===== config.mk =====
export PLATFORM = sky130hd
export DESIGN_NAME = tick_alarm_table_core_flat
export DESIGN_NICKNAME = d
export VERILOG_FILES = /design/src/rtl/tat_pkg.sv /design/src/rtl/tat_if.sv /design/src/rtl/tat_ctrl.sv /design/src/rtl/tat_dp.sv /design/src/rtl/tick_alarm_table_core.sv /design/src/flat_wrapper.sv
export SDC_FILE = /design/constraint.sdc
export NUM_CORES = 2
export LEC_CHECK = 0
export BUFFER_PORTS_ARGS = -buffer_cell sky130_fd_sc_hd__buf_4
export CELL_PAD_IN_SITES_DETAIL_PLACEMENT = 1
export CELL_PAD_IN_SITES_GLOBAL_PLACEMENT = 2
export CORE_MARGIN = 1
export CORE_UTILIZATION = 45
export DETAILED_ROUTE_END_ITERATION = 10
export GPL_TIMING_DRIVEN = 0
export PLACE_DENSITY = 0.81
export SETUP_SLACK_MARGIN = 0.2
export SLEW_MARGIN = 10
export SYNTH_ARGS = -nofsm -noshare
export SYNTH_HDL_FRONTEND = slang
export SYNTH_SLANG_ARGS = --single-unit
export TNS_END_PERCENT = 20

===== constraint.sdc =====
create_clock -name i_clk -period 12.9 [get_ports i_clk]
set_input_delay 1.935 -clock i_clk [delete_from_list [all_inputs] [get_ports i_clk]]
set_output_delay 1.935 -clock i_clk [all_outputs]
set_load 0.005 [all_outputs]

===== src/rtl/tat_pkg.sv =====
// ----------------------------------------------------------------------------
// tat_pkg
// Shared types and constants of the tick alarm table: field widths, the
// controller state encoding and the command/status bundles.
// ----------------------------------------------------------------------------
package tat_pkg;

    localparam int unsigned TAT_ALARM_SLOTS = 16;

    localparam int unsigned RATE_W   = 16;
    localparam int unsigned THREAD_W = 8;
    localparam int unsigned LEN_W    = 32;
    localparam int unsigned MS_W     = 64;
    localparam int unsigned END_W    = MS_W + 1;

    localparam logic [RATE_W-1:0] RATE_RESET = 16'd1000;

    localparam logic OP_TICK  = 1'b0;
    localparam logic OP_SLEEP = 1'b1;

    // radix-16 divider: four quotient bits per cycle
    localparam int unsigned DIV_BITS  = 4;
    localparam int unsigned DIV_STEPS = MS_W / DIV_BITS;
    localparam int unsigned DIV_CNT_W = $clog2(DIV_STEPS);

    typedef enum logic [2:0] {
        S_IDLE,
        S_MUL,
        S_DIV,
        S_SLEEP,
        S_SCAN,
        S_FLUSH
    } t_state;

    typedef struct packed {
        logic in_ready;
        logic mul;
        logic div;
        logic sleep_store;
        logic scan_step;
        logic flush;
    } t_cmd;

    typedef struct packed {
        logic in_valid;
        logic out_free;
        logic op_sleep;
        logic div_done;
        logic scan_hit;
        logic scan_end;
        logic pend_valid;
    } t_status;

endpackage


===== src/rtl/tat_if.sv =====
// ----------------------------------------------------------------------------
// tat_if
// Valid/ready channels of the tick alarm table: request and result.
// ----------------------------------------------------------------------------
interface tat_in_if;
    logic                         valid;
    logic                         ready;
    logic                         operation;
    logic [tat_pkg::THREAD_W-1:0] thread_id;
    logic [tat_pkg::LEN_W-1:0]    sleep_ms;

    modport source (output valid, output operation, output thread_id,
                    output sleep_ms, input ready);
    modport sink   (input valid, input operation, input thread_id,
                    input sleep_ms, output ready);
endinterface

interface tat_out_if;
    logic                         valid;
    logic                         ready;
    logic                         wake_valid;
    logic [tat_pkg::THREAD_W-1:0] woken_thread;
    logic                         sleep_accepted;
    logic                         table_full;
    logic [tat_pkg::MS_W-1:0]     now_ms;
    logic                         last;

    modport source (output valid, output wake_valid, output woken_thread,
                    output sleep_accepted, output table_full, output now_ms,
                    output last, input ready);
    modport sink   (input valid, input wake_valid, input woken_thread,
                    input sleep_accepted, input table_full, input now_ms,
                    input last, output ready);
endinterface


===== src/rtl/tat_ctrl.sv =====
// ----------------------------------------------------------------------------
// tat_ctrl
// Sequencer of the tick alarm table: steps one request through multiply,
// divide, and then slot store or slot scan, throttled by the result register.
// ----------------------------------------------------------------------------
module tat_ctrl (
    input  logic             i_clk,
    input  logic             i_rst_n,
    input  tat_pkg::t_status i_status,
    output tat_pkg::t_cmd    o_cmd
);
    import tat_pkg::*;

    t_state r_state;
    t_state n_state;
    logic   scan_blocked;

    // a hit with a result already pending needs the result register
    assign scan_blocked = i_status.scan_hit && i_status.pend_valid && !i_status.out_free;

    // state register
    always_ff @(posedge i_clk) begin
        if (!i_rst_n) begin
            r_state <= S_IDLE;
        end else begin
            r_state <= n_state;
        end
    end

    // next state
    always_comb begin
        n_state = r_state;
        case (r_state)
            S_IDLE: begin
                if (i_status.in_valid) n_state = S_MUL;
            end
            S_MUL: begin
                n_state = S_DIV;
            end
            S_DIV: begin
                if (i_status.div_done) n_state = i_status.op_sleep ? S_SLEEP : S_SCAN;
            end
            S_SLEEP: begin
                if (i_status.out_free) n_state = S_IDLE;
            end
            S_SCAN: begin
                if (!scan_blocked && i_status.scan_end) n_state = S_FLUSH;
            end
            S_FLUSH: begin
                if (i_status.out_free) n_state = S_IDLE;
            end
            default: begin
                n_state = S_IDLE;
            end
        endcase
    end

    // command outputs
    always_comb begin
        o_cmd             = '0;
        o_cmd.in_ready    = (r_state == S_IDLE);
        o_cmd.mul         = (r_state == S_MUL);
        o_cmd.div         = (r_state == S_DIV);
        o_cmd.sleep_store = (r_state == S_SLEEP) && i_status.out_free;
        o_cmd.scan_step   = (r_state == S_SCAN) && !scan_blocked;
        o_cmd.flush       = (r_state == S_FLUSH) && i_status.out_free;
    end

endmodule


===== src/rtl/tat_dp.sv =====
// ----------------------------------------------------------------------------
// tat_dp
// Datapath of the tick alarm table: tick counter, rate register, millisecond
// multiply and radix-16 divider, alarm slot store and the result register.
// ----------------------------------------------------------------------------
module tat_dp #(
    parameter int unsigned ALARM_SLOTS = tat_pkg::TAT_ALARM_SLOTS
) (
    input  logic                       i_clk,
    input  logic                       i_rst_n,
    input  logic                       i_cfg_we,
    input  logic [tat_pkg::RATE_W-1:0] i_cfg_wdata,
    input  tat_pkg::t_cmd              i_cmd,
    output tat_pkg::t_status           o_status,
    tat_in_if.sink                     i_in,
    tat_out_if.source                  o_out
);
    import tat_pkg::*;

    localparam int unsigned IDX_W = (ALARM_SLOTS > 1) ? $clog2(ALARM_SLOTS) : 1;

    // control registers
    logic [RATE_W-1:0]    r_rate;
    logic [MS_W-1:0]      r_count;
    logic [DIV_CNT_W-1:0] r_div_cnt;
    logic [IDX_W-1:0]     r_idx;
    logic                 r_pend_valid;
    logic                 r_out_valid;
    logic [ALARM_SLOTS-1:0] r_slot_used;

    // payload registers
    logic                 r_op;
    logic [THREAD_W-1:0]  r_thread;
    logic [LEN_W-1:0]     r_len;
    logic [MS_W-1:0]      r_dvd;
    logic [RATE_W-1:0]    r_rem;
    logic [MS_W-1:0]      r_now;
    logic [THREAD_W-1:0]  r_pend_thread;
    logic [THREAD_W-1:0]  r_slot_thread [ALARM_SLOTS];
    logic [END_W-1:0]     r_slot_end    [ALARM_SLOTS];

    logic                 r_out_wake;
    logic [THREAD_W-1:0]  r_out_thread;
    logic                 r_out_acc;
    logic                 r_out_full;
    logic [MS_W-1:0]      r_out_now;
    logic                 r_out_last;

    logic                 in_xfer;
    logic                 out_xfer;
    logic [RATE_W-1:0]    divisor;
    logic [MS_W-1:0]      prod;
    logic [RATE_W-1:0]    n_rem;
    logic [DIV_BITS-1:0]  n_qbits;
    logic                 free_found;
    logic [IDX_W-1:0]     free_idx;
    logic                 scan_hit;
    logic [END_W-1:0]     new_end;
    logic                 push_scan;

    assign in_xfer  = i_in.valid && i_cmd.in_ready;
    assign out_xfer = r_out_valid && o_out.ready;
    assign i_in.ready = i_cmd.in_ready;

    // zero rate divides as one
    assign divisor = (r_rate == '0) ? RATE_W'(1) : r_rate;

    // count * 1000 as 1024 - 32 + 8, modulo 2^64
    assign prod = (r_count << 10) - (r_count << 5) + (r_count << 3);

    // four restoring division steps per cycle
    always_comb begin
        logic [RATE_W:0] trial;
        logic [RATE_W-1:0] rem;
        rem     = r_rem;
        n_qbits = '0;
        for (int k = 0; k < DIV_BITS; k++) begin
            trial = {rem, r_dvd[MS_W-1-k]};
            if (trial >= {1'b0, divisor}) begin
                trial = trial - {1'b0, divisor};
                n_qbits[DIV_BITS-1-k] = 1'b1;
            end
            rem = trial[RATE_W-1:0];
        end
        n_rem = rem;
    end

    // lowest free slot
    always_comb begin
        free_found = 1'b0;
        free_idx   = '0;
        for (int s = ALARM_SLOTS - 1; s >= 0; s--) begin
            if (!r_slot_used[s]) begin
                free_found = 1'b1;
                free_idx   = IDX_W'(s);
            end
        end
    end

    assign new_end   = {1'b0, r_now} + {{(END_W-LEN_W){1'b0}}, r_len};
    assign scan_hit  = r_slot_used[r_idx] && ({1'b0, r_now} >= r_slot_end[r_idx]);
    assign push_scan = i_cmd.scan_step && scan_hit && r_pend_valid;

    // status to the sequencer
    always_comb begin
        o_status            = '0;
        o_status.in_valid   = i_in.valid;
        o_status.out_free   = !r_out_valid || o_out.ready;
        o_status.op_sleep   = (r_op == OP_SLEEP);
        o_status.div_done   = (r_div_cnt == DIV_CNT_W'(DIV_STEPS - 1));
        o_status.scan_hit   = scan_hit;
        o_status.scan_end   = (r_idx == IDX_W'(ALARM_SLOTS - 1));
        o_status.pend_valid = r_pend_valid;
    end

    // rate and tick counter
    always_ff @(posedge i_clk) begin
        if (!i_rst_n) begin
            r_rate  <= RATE_RESET;
            r_count <= '0;
        end else if (i_cfg_we) begin
            r_rate  <= i_cfg_wdata;
            r_count <= '0;
        end else if (in_xfer && (i_in.operation == OP_TICK)) begin
            r_count <= r_count + MS_W'(1);
        end
    end

    // request capture
    always_ff @(posedge i_clk) begin
        if (in_xfer) begin
            r_op     <= i_in.operation;
            r_thread <= i_in.thread_id;
            r_len    <= i_in.sleep_ms;
        end
    end

    // multiply then divide; the dividend register fills with the quotient
    always_ff @(posedge i_clk) begin
        if (!i_rst_n) begin
            r_div_cnt <= '0;
        end else if (i_cmd.mul) begin
            r_div_cnt <= '0;
        end else if (i_cmd.div) begin
            r_div_cnt <= r_div_cnt + DIV_CNT_W'(1);
        end
    end

    always_ff @(posedge i_clk) begin
        if (i_cmd.mul) begin
            r_dvd <= prod;
            r_rem <= '0;
        end else if (i_cmd.div) begin
            r_dvd <= {r_dvd[MS_W-DIV_BITS-1:0], n_qbits};
            r_rem <= n_rem;
            if (r_div_cnt == DIV_CNT_W'(DIV_STEPS - 1)) begin
                r_now <= {r_dvd[MS_W-DIV_BITS-1:0], n_qbits};
            end
        end
    end

    // slot scan index and pending wake
    always_ff @(posedge i_clk) begin
        if (!i_rst_n) begin
            r_idx        <= '0;
            r_pend_valid <= 1'b0;
        end else if (i_cmd.mul) begin
            r_idx        <= '0;
            r_pend_valid <= 1'b0;
        end else if (i_cmd.scan_step) begin
            r_idx <= r_idx + IDX_W'(1);
            if (scan_hit) r_pend_valid <= 1'b1;
        end
    end

    always_ff @(posedge i_clk) begin
        if (i_cmd.scan_step && scan_hit) begin
            r_pend_thread <= r_slot_thread[r_idx];
        end
    end

    // slot valid bits
    always_ff @(posedge i_clk) begin
        if (!i_rst_n) begin
            r_slot_used <= '0;
        end else if (i_cmd.sleep_store && free_found) begin
            r_slot_used[free_idx] <= 1'b1;
        end else if (i_cmd.scan_step && scan_hit) begin
            r_slot_used[r_idx] <= 1'b0;
        end
    end

    // slot payload store
    always_ff @(posedge i_clk) begin
        if (i_cmd.sleep_store && free_found) begin
            r_slot_thread[free_idx] <= r_thread;
            r_slot_end[free_idx]    <= new_end;
        end
    end

    // result register
    always_ff @(posedge i_clk) begin
        if (!i_rst_n) begin
            r_out_valid <= 1'b0;
        end else if (i_cmd.sleep_store || push_scan || i_cmd.flush) begin
            r_out_valid <= 1'b1;
        end else if (out_xfer) begin
            r_out_valid <= 1'b0;
        end
    end

    always_ff @(posedge i_clk) begin
        if (i_cmd.sleep_store) begin
            r_out_wake   <= 1'b0;
            r_out_thread <= '0;
            r_out_acc    <= free_found;
            r_out_full   <= !free_found;
            r_out_now    <= r_now;
            r_out_last   <= 1'b1;
        end else if (push_scan || i_cmd.flush) begin
            r_out_wake   <= r_pend_valid;
            r_out_thread <= r_pend_valid ? r_pend_thread : '0;
            r_out_acc    <= 1'b0;
            r_out_full   <= 1'b0;
            r_out_now    <= r_now;
            r_out_last   <= i_cmd.flush;
        end
    end

    assign o_out.valid          = r_out_valid;
    assign o_out.wake_valid     = r_out_wake;
    assign o_out.woken_thread   = r_out_thread;
    assign o_out.sleep_accepted = r_out_acc;
    assign o_out.table_full     = r_out_full;
    assign o_out.now_ms         = r_out_now;
    assign o_out.last           = r_out_last;

endmodule


===== src/rtl/tick_alarm_table_core.sv =====
// ----------------------------------------------------------------------------
// tick_alarm_table_core
// Tick counter with a table of alarm slots that wakes sleeping threads.
// ----------------------------------------------------------------------------
// One request is handled at a time. Every request first converts the tick
// count to milliseconds: the request is taken, the count is multiplied by
// 1000 and then divided by the tick rate (four quotient bits a cycle). A
// sleep request then stores its alarm and posts one result. A tick then
// walks the ALARM_SLOTS slots one per cycle, unless a wake must wait for a
// busy result register, and posts a final result. Results leave through a
// single output register. Writing the tick rate clears the tick count; write
// it only while no request is in flight.
module tick_alarm_table_core #(
    parameter int unsigned ALARM_SLOTS = tat_pkg::TAT_ALARM_SLOTS
) (
    input  logic                       i_clk,
    input  logic                       i_rst_n,
    input  logic                       i_cfg_we,
    input  logic [tat_pkg::RATE_W-1:0] i_cfg_wdata,
    tat_in_if.sink                     i_in,
    tat_out_if.source                  o_out
);
    import tat_pkg::*;

    t_cmd    cmd;
    t_status status;

    // sequencer
    tat_ctrl u_ctrl (
        .i_clk    (i_clk),
        .i_rst_n  (i_rst_n),
        .i_status (status),
        .o_cmd    (cmd)
    );

    // datapath
    tat_dp #(
        .ALARM_SLOTS (ALARM_SLOTS)
    ) u_dp (
        .i_clk       (i_clk),
        .i_rst_n     (i_rst_n),
        .i_cfg_we    (i_cfg_we),
        .i_cfg_wdata (i_cfg_wdata),
        .i_cmd       (cmd),
        .o_status    (status),
        .i_in        (i_in),
        .o_out       (o_out)
    );

endmodule

===== src/flat_wrapper.sv =====
// flat-port wrapper written by rule: the top's interface ports become plain ports
module tick_alarm_table_core_flat import tat_pkg::*;
#(
    parameter int unsigned ALARM_SLOTS = tat_pkg::TAT_ALARM_SLOTS
)
  (i_clk, i_rst_n, i_cfg_we, i_cfg_wdata, i_in_valid, i_in_operation, i_in_thread_id, i_in_sleep_ms, i_in_ready, o_out_valid, o_out_wake_valid, o_out_woken_thread, o_out_sleep_accepted, o_out_table_full, o_out_now_ms, o_out_last, o_out_ready);
  tat_in_if i_in_i ();
  tat_out_if o_out_i ();
  input  logic i_clk;
  input  logic i_rst_n;
  input  logic i_cfg_we;
  input  logic [tat_pkg::RATE_W-1:0] i_cfg_wdata;
  input wire logic [$bits(i_in_i.valid)-1:0] i_in_valid;
  input wire logic [$bits(i_in_i.operation)-1:0] i_in_operation;
  input wire logic [$bits(i_in_i.thread_id)-1:0] i_in_thread_id;
  input wire logic [$bits(i_in_i.sleep_ms)-1:0] i_in_sleep_ms;
  output wire logic [$bits(i_in_i.ready)-1:0] i_in_ready;
  output wire logic [$bits(o_out_i.valid)-1:0] o_out_valid;
  output wire logic [$bits(o_out_i.wake_valid)-1:0] o_out_wake_valid;
  output wire logic [$bits(o_out_i.woken_thread)-1:0] o_out_woken_thread;
  output wire logic [$bits(o_out_i.sleep_accepted)-1:0] o_out_sleep_accepted;
  output wire logic [$bits(o_out_i.table_full)-1:0] o_out_table_full;
  output wire logic [$bits(o_out_i.now_ms)-1:0] o_out_now_ms;
  output wire logic [$bits(o_out_i.last)-1:0] o_out_last;
  input wire logic [$bits(o_out_i.ready)-1:0] o_out_ready;
  assign i_in_i.valid = i_in_valid;
  assign i_in_i.operation = i_in_operation;
  assign i_in_i.thread_id = i_in_thread_id;
  assign i_in_i.sleep_ms = i_in_sleep_ms;
  assign i_in_ready = i_in_i.ready;
  assign o_out_valid = o_out_i.valid;
  assign o_out_wake_valid = o_out_i.wake_valid;
  assign o_out_woken_thread = o_out_i.woken_thread;
  assign o_out_sleep_accepted = o_out_i.sleep_accepted;
  assign o_out_table_full = o_out_i.table_full;
  assign o_out_now_ms = o_out_i.now_ms;
  assign o_out_last = o_out_i.last;
  assign o_out_i.ready = o_out_ready;
  tick_alarm_table_core #(.ALARM_SLOTS(ALARM_SLOTS)) u_core (.i_clk(i_clk), .i_rst_n(i_rst_n), .i_cfg_we(i_cfg_we), .i_cfg_wdata(i_cfg_wdata), .i_in(i_in_i), .o_out(o_out_i));
endmodule

==> impl_metrics.json <==
{
  "postSynthCellCount": 4324,
  "cts_sinks": 1547,
  "tritoncts": "yes",
  "finalHoldWorstSlack_ns": 0.454,
  "gp_congestion": 0.839,
  "reg2reg_depth": 50,
  "maxSlewViolCount": 0,
  "setup_viol": 0,
  "crit_path_max_incr_delay_ns": 0.46,
  "dr.pass1.iters": 5,
  "p_total_mw": 16.8,
  "synth_common_cells": "1411 x edfxtp_1, 370 x mux4_2, 306 x inv_1",
  "reg2reg_to": "u_core.u_dp.r_rem[14]",
  "synthArstFlopShare": 0,
  "avgRoutedWirePerCell_um": 29.3,
  "grt_pass1_wl_um": 293000,
  "status": "completed",
  "reg2reg_from": "u_core.u_dp.r_rate[1]",
  "synth_ff_type": "edfxtp_1",
  "power_frac_clock": 0.274,
  "endpoint_kind": "register",
  "rsz0062_at_grt": "false",
  "core_um2": 152000,
  "track_usage": 0.259,
  "finalHoldViolCount": 0,
  "p_leak_nw": 27.9,
  "grt_max_degree": 66,
  "nNetsFinal": 5083,
  "crit_arrival_ns": 12.67,
  "cts.clk_slew.worst_paths_ns": 0.07,
  "irDropWorstVdd_v": 0.000453,
  "worst_slew_pin_slew_ns": 1.27,
  "dr_wl_met2_um": 99400,
  "grt_pass1_vias": 43200,
  "hold_path_class": "reg -> reg",
  "cts_buffer_depth": 3,
  "finClkSkew_ns": 0.0408,
  "clock_latency_ns": 0.82,
  "topRoutingLayerUsed": "met5",
  "whs_endpoint": "u_core.u_dp.r_now[62]",
  "portBuffers": 137,
  "synth_enable_flop_cells": 1411,
  "yosys-top-cells-area": "edfxtp_1 61%, mux4_2 12%, ha_1 4.2%",
  "pin_count": 140,
  "max-slew-margin-rel": 0.148,
  "synth_top_cell_by_area": "edfxtp_1",
  "post-synth-top-count-cell": "edfxtp_1",
  "cpMaxStageDelayCell": "or4_1",
  "area_growth_syn_to_layout_pct": 16.0,
  "overflow": 0,
  "cts_root_buf": "clkbuf_16",
  "syn_nets": 4675,
  "initial_core_util": 0.455,
  "drive_gt1_frac": 0.197,
  "cts_inserted_buffers": 159,
  "fmax_mhz": 83.2,
  "rows": 143,
  "holdPathStages": 0,
  "route.met3.wl_um": 14400,
  "die-area_um2": 156000,
  "die_h_um": 395,
  "via_per_inst": 5.91,
  "h-tree-depth": 4,
  "min_period_ns": 12.02,
  "vias": 40800,
  "netlist_area_um2": 69400,
  "hp-start": "u_core.u_dp.r_dvd[58]",
  "wl_met1_um": 81400,
  "final_cells": 6895,
  "cp.required_ns": 13.55,
  "synth.avg_cell_area_um2": 16.0,
  "startpoint_type": "register",
  "p_sw_mw": 5.76,
  "timing.critical_path.mode_cell": "ha_1",
  "hpwl_um": 142000,
  "path_class": "reg -> reg",
  "dp.cells": 6598,
  "grt_antenna_before_repair": 8,
  "path_max_fanout": 10,
  "drc_errors": 0,
  "p_comb_frac": 0.355,
  "die_w_um": 395,
  "drt-initial-drc-count": 4117,
  "power.share.sequential": 0.372,
  "power_density_nw_per_um2": 209,
  "r2r_slack_ns": 0.88,
  "routed_wirelength_um": 202000,
  "yosysWarnings": 0,
  "maxCapViolations": 0,
  "ys_seq_area_frac": 0.650,
  "swShare": 0.343,
  "yosysTopAreaCellShare": 0.611,
  "cellInternalPower_mw": 11.0,
  "synth_seq_cells": 1547,
  "fin_crit_sh": 0.932,
  "synthDistinctLibCells": 76,
  "antenna_left": 0
}
==> registers in the layout (all words and copies together) (netlist names), 16 cells and up, named ones only <==
| register | cells |
|---|---|
| u_core.u_dp.o_out.now_ms | 64 |
| u_core.u_dp.r_slot_end | 1040 |
| u_core.u_dp.r_dvd | 64 |
| u_core.u_dp.r_rate | 16 |
| u_core.u_dp.r_slot_used | 16 |
| u_core.u_dp.r_count | 61 |
| u_core.u_dp.r_slot_thread | 128 |
| u_core.u_dp.r_rem | 16 |
| u_core.u_dp.r_len | 32 |
| u_core.u_dp.r_now | 64 |
==> metal layers <==
layer | track usage | vias up
li1 | - | 17600
met1 | 0.336 | 21200
met2 | 0.434 | 1612
met3 | 0.0528 | 349
met4 | 0.0908 | 6
met5 | 0 | -
==> cell type report <==
cell class | count | area (um2)
Antenna cell | 4 | 10.0
Buffer | 159 | 638
Clock buffer | 201 | 4200
Clock inverter | 89 | 966
Fill cell | 14400 | 72000
Inverter | 309 | 1160
Multi-Input combinational cell | 2309 | 22900
Sequential cell | 1547 | 45100
Tap cell | 2030 | 2540
Timing Repair Buffer | 247 | 2910
==> cells by family after synthesis <==
logic type | Yosys count | synth area share
buf+inv | 468 | 0.0256
simple gates | 731 | 0.0507
compound gates | 640 | 0.0588
flops | 1547 | 0.650
fa+ha+maj | 289 | 0.0584
mux | 418 | 0.127
xor+xnor | 231 | 0.0292
==> layout by cell type (no fill, tap or decap), drive strengths merged, types with 12 or more instances in the layout <==
master,netlist,layout
xnor2,174,174
dfxtp,136,136
o21ai,175,175
a211oi,16,16
or3,14,14
fa,58,58
mux2i,31,31
bufinv,0,13
nand3,79,79
mux4,370,370
a21oi,149,149
nand4,62,62
a31oi,31,31
o31ai,12,12
edfxtp,1411,1411
nor3,42,42
clkbuf,124,329
nand2b,23,23
o21bai,17,17
nand2,217,217
nor2b,34,34
clkinv,0,64
mux2,17,17
inv,309,318
o21a,13,13
and3,27,27
and2,19,19
xor2,57,57
o211ai,12,12
a21o,130,130
buf,35,278
ha,231,231
nor2,168,168
==> worst max-delay path by stage <==
stage          slack, ns                   from  cells after the start                          to
2_1_floorplan       2.55  u_core.u_dp.r_rate[5]                     50       u_core.u_dp.r_rem[14]
3_3_place_gp       -3.84            o_out_ready                      6  u_core.u_dp.r_slot_used[1]
3_5_place_dp       -0.71  u_core.u_dp.r_rate[1]                     51       u_core.u_dp.r_rem[14]
4_1_cts             0.34  u_core.u_dp.r_rate[1]                     51       u_core.u_dp.r_rem[14]
5_1_grt             0.20  u_core.u_dp.r_rate[1]                     51       u_core.u_dp.r_rem[14]
6_report            0.88  u_core.u_dp.r_rate[1]                     50       u_core.u_dp.r_rem[14]
==> stage by stage <==
| stage | worst slack (ns) | instance area, um2 | utilization | TNS, ns |
|---|---|---|---|---|
| after detailed placement | -0.710 | 75000 | 0.492 | -9.48 |
| after global routing | 0.198 | 80400 | 0.528 | 0 |
| after CTS | 0.339 | 80200 | 0.526 | 0 |
| after floorplan | 2.55 | 69400 | - | 0 |
| after global placement | -3.84 | 72900 | 0.478 | -734.47 |
| final | 0.879 | 80400 | 0.528 | 0 |
==> critical path, delay by kind of cell (launching register included) <==
kind,cells,cell delay [ns]
mux,2,0.62
simple gates,14,2.74
flops,1,0.40
compound gates,22,5.36
fa+ha+maj,4,1.05
buf+inv,8,1.71
==> power groups by stage <==
stage / clock network, mW / registers [mW] / logic, mW
after global placement: 0 / 6.36 / 5.61
after detailed placement: 0 / 6.34 / 5.77
after floorplan: 0 / 6.27 / 4.09
after global routing: 4.81 / 6.26 / 6.49
final: 4.59 / 6.24 / 5.95
after CTS: 4.65 / 6.24 / 5.83
==> what timing repair did <==
| action | in CTS | in global routing |
|---|---|---|
| pin swaps | 0 | 1 |
| hold buffers | 0 | 0 |
| setup buffers | 0 | 2 |
| endpoints found under the setup margin | 18 | 18 |
| gates resized for setup | 7 | 12 |
Power figures use the tool's default switching activity.
